==> src/hw/rtl/mac_address_table_with_filter_walk_macros.svh <==
// assertion helpers, evaluated on clk with rst masking
`ifndef MAC_ADDRESS_TABLE_WITH_FILTER_WALK_MACROS_SVH
`define MAC_ADDRESS_TABLE_WITH_FILTER_WALK_MACROS_SVH

// same-cycle implication
`define MFT_ASSERT_NOW(lbl, ante, cons) \
  lbl: assert property (@(posedge clk) disable iff (rst) (ante) |-> (cons)) \
    else $error("mft check failed");

// next-cycle implication
`define MFT_ASSERT_NEXT(lbl, ante, cons) \
  lbl: assert property (@(posedge clk) disable iff (rst) (ante) |=> (cons)) \
    else $error("mft check failed");

`endif

==> src/hw/rtl/mft_pkg.sv <==
package mft_pkg;

  localparam int TABLE_DEPTH_DEF = 32;
  localparam int OWNER_BITS_DEF  = 4;
  localparam int MAC_W           = 48;
  localparam int FUNC_W          = 3;
  localparam int OUT_W           = 56;

  typedef enum logic [FUNC_W-1:0] {
    FN_ADD       = 3'd0,
    FN_DELETE    = 3'd1,
    FN_FLUSH     = 3'd2,
    FN_GET_FIRST = 3'd3,
    FN_GET_NEXT  = 3'd4
  } func_t;

  typedef enum logic [1:0] {
    ST_OK        = 2'd0,
    ST_EXISTS    = 2'd1,
    ST_NOT_FOUND = 2'd2,
    ST_FULL      = 2'd3
  } status_t;

  typedef enum logic [1:0] {
    CRIT_ALL        = 2'd0,
    CRIT_OWNER      = 2'd1,
    CRIT_TYPE       = 2'd2,
    CRIT_OWNER_TYPE = 2'd3
  } crit_t;

  typedef enum logic [1:0] {
    AT_BCAST = 2'd0,
    AT_MCAST = 2'd1,
    AT_UCAST = 2'd2,
    AT_ANY   = 2'd3
  } addr_type_t;

  typedef enum logic [1:0] {
    S_IDLE,
    S_PASS,
    S_FIN
  } ctrl_state_t;

  // per-cycle command broadcast along the cell row
  typedef struct packed {
    logic step;
    logic keep;
    logic append;
  } cell_ctl_t;

  function automatic logic type_ok(input logic [MAC_W-1:0] mac, input logic [1:0] at);
    logic bcast;
    logic group;
    logic res;
    bcast = &mac;
    group = mac[40];
    case (at)
      AT_BCAST: res = bcast;
      AT_MCAST: res = group && !bcast;
      AT_UCAST: res = !group;
      default:  res = 1'b1;
    endcase
    return res;
  endfunction

  function automatic logic crit_match(input logic own_eq, input logic type_hit,
                                      input logic [1:0] crit);
    logic res;
    case (crit)
      CRIT_ALL:   res = 1'b1;
      CRIT_OWNER: res = own_eq;
      CRIT_TYPE:  res = type_hit;
      default:    res = own_eq && type_hit;
    endcase
    return res;
  endfunction

endpackage

==> src/hw/rtl/mft_cell.sv <==
module mft_cell import mft_pkg::*; #(
  parameter int IDX        = 0,
  parameter int OWNER_BITS = OWNER_BITS_DEF,
  parameter int CNT_W      = 6
) (
  input  logic                  clk,
  input  cell_ctl_t             ctl,
  input  logic [CNT_W-1:0]      len,
  input  logic [CNT_W-1:0]      wr_pos,
  input  logic [MAC_W-1:0]      nb_mac,
  input  logic [OWNER_BITS-1:0] nb_owner,
  input  logic [MAC_W-1:0]      head_mac,
  input  logic [OWNER_BITS-1:0] head_owner,
  input  logic [MAC_W-1:0]      app_mac,
  input  logic [OWNER_BITS-1:0] app_owner,
  output logic [MAC_W-1:0]      mac,
  output logic [OWNER_BITS-1:0] owner
);

  localparam logic [CNT_W-1:0] MY_IDX   = CNT_W'(IDX);
  localparam logic [CNT_W-1:0] NEXT_IDX = CNT_W'(IDX + 1);

  // unprocessed entries move toward the head, kept head entry lands at the tail
  always_ff @(posedge clk) begin
    if (ctl.append && wr_pos == MY_IDX) begin
      mac   <= app_mac;
      owner <= app_owner;
    end else if (ctl.step) begin
      if (NEXT_IDX < len) begin
        mac   <= nb_mac;
        owner <= nb_owner;
      end else if (NEXT_IDX == len && ctl.keep) begin
        mac   <= head_mac;
        owner <= head_owner;
      end
    end
  end

endmodule

==> src/hw/rtl/mft_ctrl.sv <==
`include "mac_address_table_with_filter_walk_macros.svh"

module mft_ctrl import mft_pkg::*; #(
  parameter int TABLE_DEPTH = TABLE_DEPTH_DEF,
  parameter int OWNER_BITS  = OWNER_BITS_DEF,
  parameter int CNT_W       = 6
) (
  input  logic                  clk,
  input  logic                  rst,
  input  logic                  in_valid,
  output logic                  in_ready,
  input  logic [FUNC_W-1:0]     in_func,
  input  logic [MAC_W-1:0]      in_mac,
  input  logic [OWNER_BITS-1:0] in_owner,
  input  logic [1:0]            in_crit,
  input  logic [1:0]            in_type,
  output logic                  m_axis_tvalid,
  input  logic                  m_axis_tready,
  output logic [1:0]            out_status,
  output logic [MAC_W-1:0]      out_mac,
  input  logic [MAC_W-1:0]      head_mac,
  input  logic [OWNER_BITS-1:0] head_owner,
  output cell_ctl_t             ctl,
  output logic [CNT_W-1:0]      len_out,
  output logic [CNT_W-1:0]      wr_pos,
  output logic [MAC_W-1:0]      app_mac,
  output logic [OWNER_BITS-1:0] app_owner
);

  localparam logic [CNT_W-1:0] DEPTH_C = CNT_W'(TABLE_DEPTH);

  ctrl_state_t state, state_next;

  logic [FUNC_W-1:0]     func_q;
  logic [MAC_W-1:0]      req_mac;
  logic [OWNER_BITS-1:0] req_owner;
  logic [1:0]            req_crit, req_type;
  logic [CNT_W-1:0]      k, k_next;
  logic [CNT_W-1:0]      len, len_next;
  logic [CNT_W-1:0]      w, w_next;
  logic                  hit, hit_next;
  logic [CNT_W-1:0]      hit_idx, hit_idx_next;
  logic [MAC_W-1:0]      found, found_next;

  logic [CNT_W-1:0]      count, count_next;
  logic [CNT_W-1:0]      cursor_pos, cursor_pos_next;
  logic                  cursor_at_end, cursor_at_end_next;
  logic [1:0]            saved_crit, saved_crit_next;
  logic [1:0]            saved_type, saved_type_next;
  logic [OWNER_BITS-1:0] saved_owner, saved_owner_next;

  logic                  out_valid_next;
  logic [1:0]            out_status_next;
  logic [MAC_W-1:0]      out_mac_next;

  logic                  accept, step, fin_go, drop;
  logic                  pair_eq, m_req, m_sav;
  logic                  set_c;
  logic [CNT_W-1:0]      pos_c, cnt_c;

  assign accept   = in_valid && in_ready;
  assign step     = (state == S_PASS) && (k != count);
  assign fin_go   = (state == S_FIN) && (!m_axis_tvalid || m_axis_tready);
  assign pair_eq  = (head_mac == req_mac) && (head_owner == req_owner);
  assign m_req    = crit_match(head_owner == req_owner, type_ok(head_mac, req_type), req_crit);
  assign m_sav    = crit_match(head_owner == saved_owner, type_ok(head_mac, saved_type),
                               saved_crit);
  assign len_out   = len;
  assign wr_pos    = count;
  assign app_mac   = req_mac;
  assign app_owner = req_owner;

  always_ff @(posedge clk) begin
    if (rst) begin
      state         <= S_IDLE;
      count         <= '0;
      cursor_pos    <= '0;
      cursor_at_end <= 1'b1;
      saved_crit    <= CRIT_ALL;
      saved_type    <= AT_BCAST;
      saved_owner   <= '0;
      m_axis_tvalid <= 1'b0;
      hit           <= 1'b0;
    end else begin
      state         <= state_next;
      count         <= count_next;
      cursor_pos    <= cursor_pos_next;
      cursor_at_end <= cursor_at_end_next;
      saved_crit    <= saved_crit_next;
      saved_type    <= saved_type_next;
      saved_owner   <= saved_owner_next;
      m_axis_tvalid <= out_valid_next;
      hit           <= hit_next;
    end
  end

  always_ff @(posedge clk) begin
    if (accept) begin
      func_q    <= in_func;
      req_mac   <= in_mac;
      req_owner <= in_owner;
      req_crit  <= in_crit;
      req_type  <= in_type;
    end
    k          <= k_next;
    len        <= len_next;
    w          <= w_next;
    hit_idx    <= hit_idx_next;
    found      <= found_next;
    out_status <= out_status_next;
    out_mac    <= out_mac_next;
  end

  always_comb begin
    state_next         = state;
    k_next             = k;
    len_next           = len;
    w_next             = w;
    hit_next           = hit;
    hit_idx_next       = hit_idx;
    found_next         = found;
    count_next         = count;
    cursor_pos_next    = cursor_pos;
    cursor_at_end_next = cursor_at_end;
    saved_crit_next    = saved_crit;
    saved_type_next    = saved_type;
    saved_owner_next   = saved_owner;
    out_valid_next     = m_axis_tvalid && !m_axis_tready;
    out_status_next    = out_status;
    out_mac_next       = out_mac;
    in_ready           = 1'b0;
    drop               = 1'b0;
    set_c              = 1'b0;
    pos_c              = '0;
    cnt_c              = count;
    ctl                = '0;

    unique case (state)
      S_IDLE: begin
        in_ready = 1'b1;
        if (in_valid) begin
          k_next     = '0;
          len_next   = count;
          w_next     = '0;
          hit_next   = 1'b0;
          state_next = S_PASS;
        end
      end

      S_PASS: begin
        if (!step) begin
          state_next = S_FIN;
        end else begin
          case (func_q)
            FN_ADD: begin
              if (pair_eq && !hit) begin
                hit_next     = 1'b1;
                hit_idx_next = k;
              end
            end
            FN_DELETE: begin
              drop = pair_eq && !hit;
              if (pair_eq && !hit) begin
                hit_next     = 1'b1;
                hit_idx_next = k;
              end
            end
            FN_FLUSH: begin
              drop = m_req;
              // survivors ahead of the cursor entry give its new place
              if (!cursor_at_end && k == cursor_pos) hit_idx_next = w;
            end
            FN_GET_FIRST: begin
              if (m_req && !hit) begin
                hit_next     = 1'b1;
                hit_idx_next = k;
                found_next   = head_mac;
              end
            end
            FN_GET_NEXT: begin
              if (!cursor_at_end && k >= cursor_pos && m_sav && !hit) begin
                hit_next     = 1'b1;
                hit_idx_next = k;
                found_next   = head_mac;
              end
            end
            default: ;
          endcase
          ctl.step = 1'b1;
          ctl.keep = !drop;
          k_next   = k + CNT_W'(1);
          w_next   = w + CNT_W'(!drop);
          len_next = len - CNT_W'(drop);
        end
      end

      S_FIN: begin
        if (fin_go) begin
          out_valid_next  = 1'b1;
          out_status_next = ST_OK;
          out_mac_next    = '0;
          state_next      = S_IDLE;
          case (func_q)
            FN_ADD: begin
              if (hit) begin
                out_status_next = ST_EXISTS;
              end else if (count >= DEPTH_C) begin
                out_status_next = ST_FULL;
              end else begin
                ctl.append = 1'b1;
                count_next = count + CNT_W'(1);
                if (cursor_at_end) begin
                  cursor_pos_next    = count;
                  cursor_at_end_next = 1'b0;
                end
              end
            end
            FN_DELETE: begin
              if (!hit) begin
                out_status_next = ST_NOT_FOUND;
              end else begin
                count_next = len;
                cnt_c      = len;
                set_c      = !cursor_at_end;
                pos_c      = (cursor_pos > hit_idx) ? cursor_pos - CNT_W'(1) : cursor_pos;
              end
            end
            FN_FLUSH: begin
              count_next = len;
              cnt_c      = len;
              set_c      = !cursor_at_end;
              pos_c      = hit_idx;
            end
            FN_GET_FIRST: begin
              if (hit) begin
                out_mac_next     = found;
                set_c            = 1'b1;
                pos_c            = hit_idx + CNT_W'(1);
                saved_crit_next  = req_crit;
                saved_type_next  = req_type;
                saved_owner_next = req_owner;
              end else begin
                out_status_next = ST_NOT_FOUND;
              end
            end
            FN_GET_NEXT: begin
              set_c = 1'b1;
              if (hit) begin
                out_mac_next = found;
                pos_c        = hit_idx + CNT_W'(1);
              end else begin
                out_status_next = ST_NOT_FOUND;
                pos_c           = count;
              end
            end
            default: ;
          endcase
          if (set_c) begin
            if (pos_c >= cnt_c) begin
              cursor_pos_next    = '0;
              cursor_at_end_next = 1'b1;
            end else begin
              cursor_pos_next    = pos_c;
              cursor_at_end_next = 1'b0;
            end
          end
        end
      end

      default: state_next = S_IDLE;
    endcase
  end

  `MFT_ASSERT_NOW(a_cursor_in_table, !cursor_at_end, cursor_pos < count)
  `MFT_ASSERT_NOW(a_count_bound, 1'b1, count <= DEPTH_C)
  `MFT_ASSERT_NOW(a_pass_len, step, len == count - k + w)
  `MFT_ASSERT_NOW(a_err_no_mac, m_axis_tvalid && out_status != ST_OK, out_mac == '0)
  `MFT_ASSERT_NEXT(a_fin_delivers, fin_go, m_axis_tvalid && state == S_IDLE)

endmodule

==> src/hw/rtl/mac_address_table_with_filter_walk.sv <==
// a new request is taken only after the previous result is registered for output; each pass
//   rotates the cell row one entry per cycle past the single compare unit at its head
// reset: clears entry count, cursor (at end), saved walk criterion and the output valid;
//   table cells are not cleared and need no clearing pass
module mac_address_table_with_filter_walk import mft_pkg::*; #(
  parameter  int TABLE_DEPTH = TABLE_DEPTH_DEF,
  parameter  int OWNER_BITS  = OWNER_BITS_DEF,
  localparam int IN_W        = ((MAC_W + OWNER_BITS + 4 + 7) / 8) * 8
) (
  input  logic              clk,
  input  logic              rst,
  input  logic              s_axis_tvalid,
  output logic              s_axis_tready,
  // mac_in, owner_id, criterion, addr_type, zero fill
  input  logic [IN_W-1:0]   s_axis_tdata,
  // func
  input  logic [FUNC_W-1:0] s_axis_tuser,
  output logic              m_axis_tvalid,
  input  logic              m_axis_tready,
  // status, mac_out, zero fill
  output logic [OUT_W-1:0]  m_axis_tdata
);

  localparam int CNT_W = $clog2(TABLE_DEPTH + 1);

  logic [MAC_W-1:0]      in_mac;
  logic [OWNER_BITS-1:0] in_owner;
  logic [1:0]            in_crit, in_type;
  logic [1:0]            out_status;
  logic [MAC_W-1:0]      out_mac;

  logic [MAC_W-1:0]      cell_mac   [TABLE_DEPTH];
  logic [OWNER_BITS-1:0] cell_owner [TABLE_DEPTH];

  cell_ctl_t             ctl;
  logic [CNT_W-1:0]      len, wr_pos;
  logic [MAC_W-1:0]      app_mac;
  logic [OWNER_BITS-1:0] app_owner;

  assign in_mac   = s_axis_tdata[MAC_W-1:0];
  assign in_owner = s_axis_tdata[MAC_W +: OWNER_BITS];
  assign in_crit  = s_axis_tdata[MAC_W + OWNER_BITS +: 2];
  assign in_type  = s_axis_tdata[MAC_W + OWNER_BITS + 2 +: 2];

  assign m_axis_tdata = {{(OUT_W - MAC_W - 2){1'b0}}, out_mac, out_status};

  for (genvar i = 0; i < TABLE_DEPTH; i++) begin : g_cell
    if (i == TABLE_DEPTH - 1) begin : g_tail
      mft_cell #(.IDX(i), .OWNER_BITS(OWNER_BITS), .CNT_W(CNT_W)) u_cell (
        .clk(clk), .ctl(ctl), .len(len), .wr_pos(wr_pos),
        .nb_mac(cell_mac[0]), .nb_owner(cell_owner[0]),
        .head_mac(cell_mac[0]), .head_owner(cell_owner[0]),
        .app_mac(app_mac), .app_owner(app_owner),
        .mac(cell_mac[i]), .owner(cell_owner[i])
      );
    end else begin : g_body
      mft_cell #(.IDX(i), .OWNER_BITS(OWNER_BITS), .CNT_W(CNT_W)) u_cell (
        .clk(clk), .ctl(ctl), .len(len), .wr_pos(wr_pos),
        .nb_mac(cell_mac[i+1]), .nb_owner(cell_owner[i+1]),
        .head_mac(cell_mac[0]), .head_owner(cell_owner[0]),
        .app_mac(app_mac), .app_owner(app_owner),
        .mac(cell_mac[i]), .owner(cell_owner[i])
      );
    end
  end

  mft_ctrl #(.TABLE_DEPTH(TABLE_DEPTH), .OWNER_BITS(OWNER_BITS), .CNT_W(CNT_W)) u_ctrl (
    .clk(clk),
    .rst(rst),
    .in_valid(s_axis_tvalid),
    .in_ready(s_axis_tready),
    .in_func(s_axis_tuser),
    .in_mac(in_mac),
    .in_owner(in_owner),
    .in_crit(in_crit),
    .in_type(in_type),
    .m_axis_tvalid(m_axis_tvalid),
    .m_axis_tready(m_axis_tready),
    .out_status(out_status),
    .out_mac(out_mac),
    .head_mac(cell_mac[0]),
    .head_owner(cell_owner[0]),
    .ctl(ctl),
    .len_out(len),
    .wr_pos(wr_pos),
    .app_mac(app_mac),
    .app_owner(app_owner)
  );

endmodule
==> config.mk <==
export PLATFORM = sky130hd
export DESIGN_NAME = mac_address_table_with_filter_walk
export DESIGN_NICKNAME = d
export VERILOG_FILES = /design/src/hw/rtl/mft_pkg.sv /design/src/hw/rtl/mft_cell.sv /design/src/hw/rtl/mft_ctrl.sv /design/src/hw/rtl/mac_address_table_with_filter_walk.sv
export VERILOG_INCLUDE_DIRS = /design/src /design/src/hw/rtl
export SDC_FILE = /design/constraint.sdc
export NUM_CORES = 2
export LEC_CHECK = 0
export BUFFER_PORTS_ARGS = -buffer_cell sky130_fd_sc_hd__buf_2
export CAP_MARGIN = 20
export CORE_MARGIN = 3
export CORE_UTILIZATION = 45
export DETAILED_ROUTE_END_ITERATION = 7
export GPL_TIMING_DRIVEN = 0
export PLACE_DENSITY_LB_ADDON = 0.08
export SLEW_MARGIN = 20
export SYNTH_ARGS = -nofsm -noshare
export SYNTH_HDL_FRONTEND = slang
export SYNTH_SLANG_ARGS = --single-unit
==> constraint.sdc <==
create_clock -name clk -period 7.1 [get_ports clk]
set_input_delay 1.42 -clock clk [delete_from_list [all_inputs] [get_ports clk]]
set_output_delay 1.42 -clock clk [all_outputs]
set_load 0.02 [all_outputs]
# Word-level counts from Yosys, hierarchy flattened
# Cells that the tools add are included.
# op_classes
n_mux,332
n_addsub,6
n_eq_ne,97
order_cmp,36
reduce_logical,209
# op_table
cell,n
$mux 48,129
$mux 4,127
$mux 6,26
$eq 5x6->1 const A,16
$eq 6x5->1 const B,16
$lt 5x6->1 const A,16
$pmux 48 s2,1
$reduce_bool 3->1,32
$logic_and 1x1->1,77
$reduce_bool 2->1,37
$reduce_and 2->1,34
$eq 4x6->1 const A,8
$eq 48x48->1,1
$eq 6x4->1 const B,8
$lt 4x6->1 const A,8
$pmux 6 s2,4
$pmux 6 s4,2
$reduce_and 48->1,1
$eq 3x6->1 const A,4
$eq 6x3->1 const B,4
$lt 3x6->1 const A,4
$mux 1,24
$add 6x1->6 const B,3
$pmux 6 s3,1
44 further kinds,97
# totals
output_inout_bits,58
regBits,1870
inputBits,63
word_cells,765

# Depth between registers and ports, before layout
# depth
depth_word,17
depth_mapped,16
ltp_nobuf,16

# By module
# A second synthesis with hierarchy kept.
# unflattened
hier_cells,8808
area_unflattened_um2,105895.3
# by_module_without_submodules
module,cells_each,seq_area_each_um2,instances,area_each_um2
mft_ctrl,751,5935.7,1,9516.6
mft_cell (g_cell[18].g_body.u_cell),246,1561.5,1,3437.0
mft_cell (g_cell[23].g_body.u_cell),247,1561.5,1,3428.3
mft_cell (g_cell[28].g_body.u_cell),175,1561.5,1,3329.4
mft_cell (g_cell[16].g_body.u_cell),303,1561.5,1,3298.2
mft_cell (g_cell[4].g_body.u_cell),174,1561.5,1,3286.9
mft_cell (g_cell[12].g_body.u_cell),174,1561.5,1,3283.1
mft_cell (g_cell[5].g_body.u_cell),310,1561.5,1,3184.3
mft_cell (g_cell[3].g_body.u_cell),308,1561.5,1,3119.2
mft_cell (g_cell[27].g_body.u_cell),306,1561.5,1,3103.0
mft_cell (g_cell[20].g_body.u_cell),309,1561.5,1,3085.5
mft_cell (g_cell[26].g_body.u_cell),175,1561.5,1,3080.5
mft_cell (g_cell[0].g_body.u_cell),308,1561.5,1,3076.7
mft_cell (g_cell[22].g_body.u_cell),174,1561.5,1,3075.4
+20 rows,--,--,--,--

# Least setup slack after synthesis
# No wires, ideal clock.
# synth_path
path_kind,register to register
startpoint,register g_cell[0].g_body.u_cell.mac[35]
endpoint,register g_cell[31].g_tail.u_cell.mac[0] (enable)
arrival_ns,5.631
slack_ns,0.930
stages_incl_launch_ff,9
setup_time_ns,0.539
t_required_ns,6.561
cell_sequence,edfxtp_1 -> clkbuf_1 -> nand4_1 -> nor4_2 -> a31oi_1 -> o311a_1 -> a31oi_4 -> nor3_1 -> o31ai_1
# synth_between
elab_chain_cells,15
# synth_lines
item,line_no,source
"start, declared",mft_cell.sv:16,"output logic [MAC_W-1:0] mac,"
"start signal, assigned",mft_cell.sv:26,mac <= app_mac;
"start signal, assigned",mft_cell.sv:30,mac <= nb_mac;
"start signal, assigned",mft_cell.sv:33,mac <= head_mac;
$reduce_and 48->1,mft_pkg.sv:55,bcast = &mac;
$logic_not 1->1,mft_pkg.sv:59,AT_MCAST: res = group && !bcast;
$logic_and 1x1->1,mft_pkg.sv:59,
$pmux 1 s3,mft_pkg.sv:57,case (at)
$logic_and 1x1->1,mft_pkg.sv:73,default: res = own_eq && type_hit;
$pmux 1 s3,mft_pkg.sv:69,case (crit)
$pmux 1 s2 *,mft_ctrl.sv:154,case (func_q)
$mux 1 *,mft_ctrl.sv:151,if (!step) begin
$mux 1 *,mft_ctrl.sv:138,unique case (state)
$logic_not 1->1 *,mft_ctrl.sv:190,ctl.keep = !drop;
$mux 2 *,mft_ctrl.sv:151,
$mux 2 *,mft_ctrl.sv:138,
$logic_and 1x1->1 *,mft_cell.sv:32,end else if (NEXT_IDX == len && ctl.keep) begin
$reduce_bool 3->1 (no line) *,--,
$reduce_and 2->1 (no line) *,--,
"end signal, assigned",mft_cell.sv:26,
"end signal, assigned",mft_cell.sv:30,
"end signal, assigned",mft_cell.sv:33,
"end, declared",mft_cell.sv:16,
# Every way passes the cells marked *; elsewhere a longest branch is shown, timed or not. The select of a mux whose other input is x is not followed.
# A chain may end at the register's enable or synchronous reset.

# Worst setup path in the final report
# layout_path
startpoint,register g_cell[0].g_body.u_cell.mac[41]
endpoint,register g_cell[4].g_body.u_cell.mac[14] (enable)
# layout_between
elab_chain_cells,15
# layout_lines
item,line_no
$reduce_and 48->1,mft_pkg.sv:55
$logic_not 1->1,mft_pkg.sv:59
$logic_and 1x1->1,mft_pkg.sv:59
$pmux 1 s3,mft_pkg.sv:57
$logic_and 1x1->1,mft_pkg.sv:73
$pmux 1 s3,mft_pkg.sv:69
$pmux 1 s2 *,mft_ctrl.sv:154
$mux 1 *,mft_ctrl.sv:151
$mux 1 *,mft_ctrl.sv:138
$logic_not 1->1 *,mft_ctrl.sv:190
$mux 2 *,mft_ctrl.sv:151
$mux 2 *,mft_ctrl.sv:138
$logic_and 1x1->1 *,mft_cell.sv:32
$reduce_bool 3->1 (no line) *,--
$reduce_and 2->1 (no line) *,--
"end signal, assigned",mft_cell.sv:26
"end signal, assigned",mft_cell.sv:30
"end signal, assigned",mft_cell.sv:33
"end, declared",mft_cell.sv:16
# Marked as above.

==> impl_metrics.toml <==
[outcome]
status = "complete, no violations"

[min_path]
hold_path.class = "reg2reg"
holdPathStages = 0
hold_path.startpoint = "g_cell[0].g_body.u_cell.mac[17]"
worstHoldEndpoint = "u_ctrl.found[17]"

[floorplan]
core_um2 = 207900
pin_count = 121
die_width_um = 464.1
num_rows = 167
die_area_um2 = 215400
start_util = 0.4542
dieHeight_um = 464.1

[finish]
fin_nets = 9198
layout-drive-gt1-share = 0.09850
layout_common_cells = "edfxtp_1 (1845), nor2_1 (1644), a21oi_1 (1367)"
fillCellCount = 18590
synthToLayoutAreaGrowth_pct = 14.01
layout_commonest_cell = "edfxtp_1"

[clock_network]
cts_resized = 0
cts-root-buf = "clkbuf_16"
cts_buffers = 209
cts_htree_levels = 4
insertion_delay_ns = 0.87
clk_pin_slew_worst_paths_ns = 0.06
clk_path_buf_depth = 3
hold_buffers = 0
postCtsSetupRepairBufs = 0
cts.sinks = 1870
cts_tree = "yes"

[worst_setup_path]
cp_data_required_time_ns = 7.67
regToRegSetupSlack_ns = 0.43
worstSetupEndpointType = "flop"
worstReg2RegStart = "g_cell[0].g_body.u_cell.mac[41]"
reg2regPathDepth = 14
cp_max_fo = 9
cp-start-kind = "flop"
arrival_ns = 7.23
worstSetupPathType = "reg2reg"
rr_endpoint = "g_cell[4].g_body.u_cell.mac[14]"

[synth]
synth-edff-count = 1845
async_flop_share = 0
synthTopCellsByArea = "edfxtp_1 (59%), mux2i_1 (13%), a21oi_1 (7.3%)"
yosysTopAreaCellShare = 0.5867
netlist_area_um2 = 94430
ys.flop_type = "edfxtp_1"
synth_cell_types = 71
syn_inst = 8691
synth_seq_area_share = 0.5920
yosysTopAreaCell = "edfxtp_1"
synth-warning-count = 0
synth-seq-cells = 1870
avgSynthCellArea_um2 = 10.87

[job]
drv_cap = 0

[power]
power.density_nw_per_um2 = 294.4
peakVddDrop_uv = 270.2
p_total_mw = 31.70
cellLeakagePower_nw = 41.30

[placed_design]
place_congestion = 1.063
dpl.hpwl_mm = 312.1
port_buffers = 113

[sta]
grt_setup_unrepaired = "false"
setup-tns-final_ns = 0
maxSlewViolCount = 0
fmax_mhz = 149.9
finalSetupViolCount = 0
tightest_slew_ns = 1.280
fin_crit_sh = 0.9394
slew_headroom = 0.1468
hold_violations = 0
hold-worst-slack_ns = 0.4399
finalCriticalPeriod_ns = 6.670
fin_skew_ns = 0.05804

[route]
first_pass_iters = 7
post_drt_wl_per_cell_um = 31.81
drtAntennaViolNets = 0
drc_errors = 0
via_per_inst = 6.030
drt_iter0_markers = 11360
routed-via-count = 72820
wirelength_mm = 384.2

[global_route]
grt_pass1_vias = 67080
antenna_found_initial = 13
grt-ovfl-total = 0
grt_pass1_wl_mm = 523.6
track_usage = 0.3460
grt_max_degree = 48
[layer usage]
metal | vias to the layer above | track usage | share of wire
met3 | 481 | 0.08941 | 0.12
li1 | 31920 | - | -
met2 | 4321 | 0.4834 | 0.41
met4 | 4 | 0.09385 | 0.030
met5 | - | 0 | 0.000070
met1 | 36090 | 0.5279 | 0.45
[critical path: stages (launching register included)]
cell and delay (ns):
edfxtp_1 0.39, clkbuf_1 0.50, nand4_1 0.64, nor4_4 0.82
a31oi_1 0.18, o311a_1 0.43, a31oi_4 0.64, nand3_1 0.90
o211ai_1 0.59, buf_4 0.26, buf_4 0.19, buf_4 0.19
buf_4 0.19, buf_4 0.19, buf_4 0.19
[logic make-up (layout without fill, tap and decap cells)]
kind of cell,after synthesis,count (layout),share of synthesized area
DFF,1870,1870,0.5920
muxes,1344,1344,0.1437
buffers and inverters,1049,1632,0.04545
and+or+nand+nor,2503,2503,0.1055
AOI/OAI and AO/OA,1827,1827,0.1032
adders and majority gates,29,29,0.003842
xor gates and xnor gates,68,68,0.006307
other,1,15,0.00003971
[sequential cells by signal, indices dropped and copies added (netlist names), 48 cells and up]
| register | cells |
|---|---|
| g_cell.g_tail.u_cell.mac | 48 |
| u_ctrl.out_mac | 48 |
| g_cell.g_body.u_cell.owner | 124 |
| u_ctrl.found | 48 |
| u_ctrl.app_mac | 48 |
| g_cell.g_body.u_cell.mac | 1488 |
[final cells by class]
| class | count | area (um^2) | area share |
|---|---|---|---|
| inverters | 45 | 173.9 | 0.001615 |
| diodes | 9 | 22.52 | 0.0002092 |
| clock inverters | 115 | 1212 | 0.01126 |
| well taps | 2788 | 3488 | 0.03240 |
| repair buffers | 199 | 2432 | 0.02259 |
| clock buffers | 269 | 5539 | 0.05145 |
| multi-input cells | 5777 | 34760 | 0.3228 |
| plain buffers | 1004 | 4140 | 0.03845 |
| flip-flops and latches | 1870 | 55900 | 0.5192 |
[how the worst max path moves through the flow]
stage,from,to,slack [ns],cells after the start
final,g_cell[0].g_body.u_cell.mac[41],g_cell[4].g_body.u_cell.mac[14],0.43,14
after global routing,g_cell[0].g_body.u_cell.mac[41],g_cell[4].g_body.u_cell.mac[20],0.74,14
after CTS,g_cell[0].g_body.u_cell.mac[41],g_cell[4].g_body.u_cell.mac[13],0.73,14
after detailed placement,g_cell[0].g_body.u_cell.mac[41],g_cell[4].g_body.u_cell.mac[17],0.75,14
after global placement,g_cell[0].g_body.u_cell.mac[41],g_cell[30].g_body.u_cell.mac[16],-4.89,8
after floorplan,g_cell[0].g_body.u_cell.mac[35],g_cell[31].g_tail.u_cell.mac[0],0.93,8
[report_power, final]
group	internal [mW]	switching (mW)	leakage (nW)
combinational	2.21	4.44	20.7
clock	6.23	4.76	3.27
sequential	13.7	0.382	17.3
[through the flow]
step	setup WS [ns]	instance area, um^2	instances	util
floorplan	0.9297	94450	8696	-
global placement	-4.895	98510	11600	0.4738
detailed placement	0.7473	100900	11680	0.4852
CTS	0.7293	107600	12070	0.5177
global route	0.7396	107600	12070	0.5178
finish	0.4305	107700	12080	0.5179
[synthesized netlist by cell type, drive strengths merged, types with 42 or more instances]
library cell and n:
edfxtp 1845, nor2 1650, a21oi 1372, mux2i 1248, nand2 651, clkbuf 646, buf 358, a31oi 268
o21ai 115, mux2 96, and3 55, inv 42
Note: power is estimated with default switching activity, not from simulation.
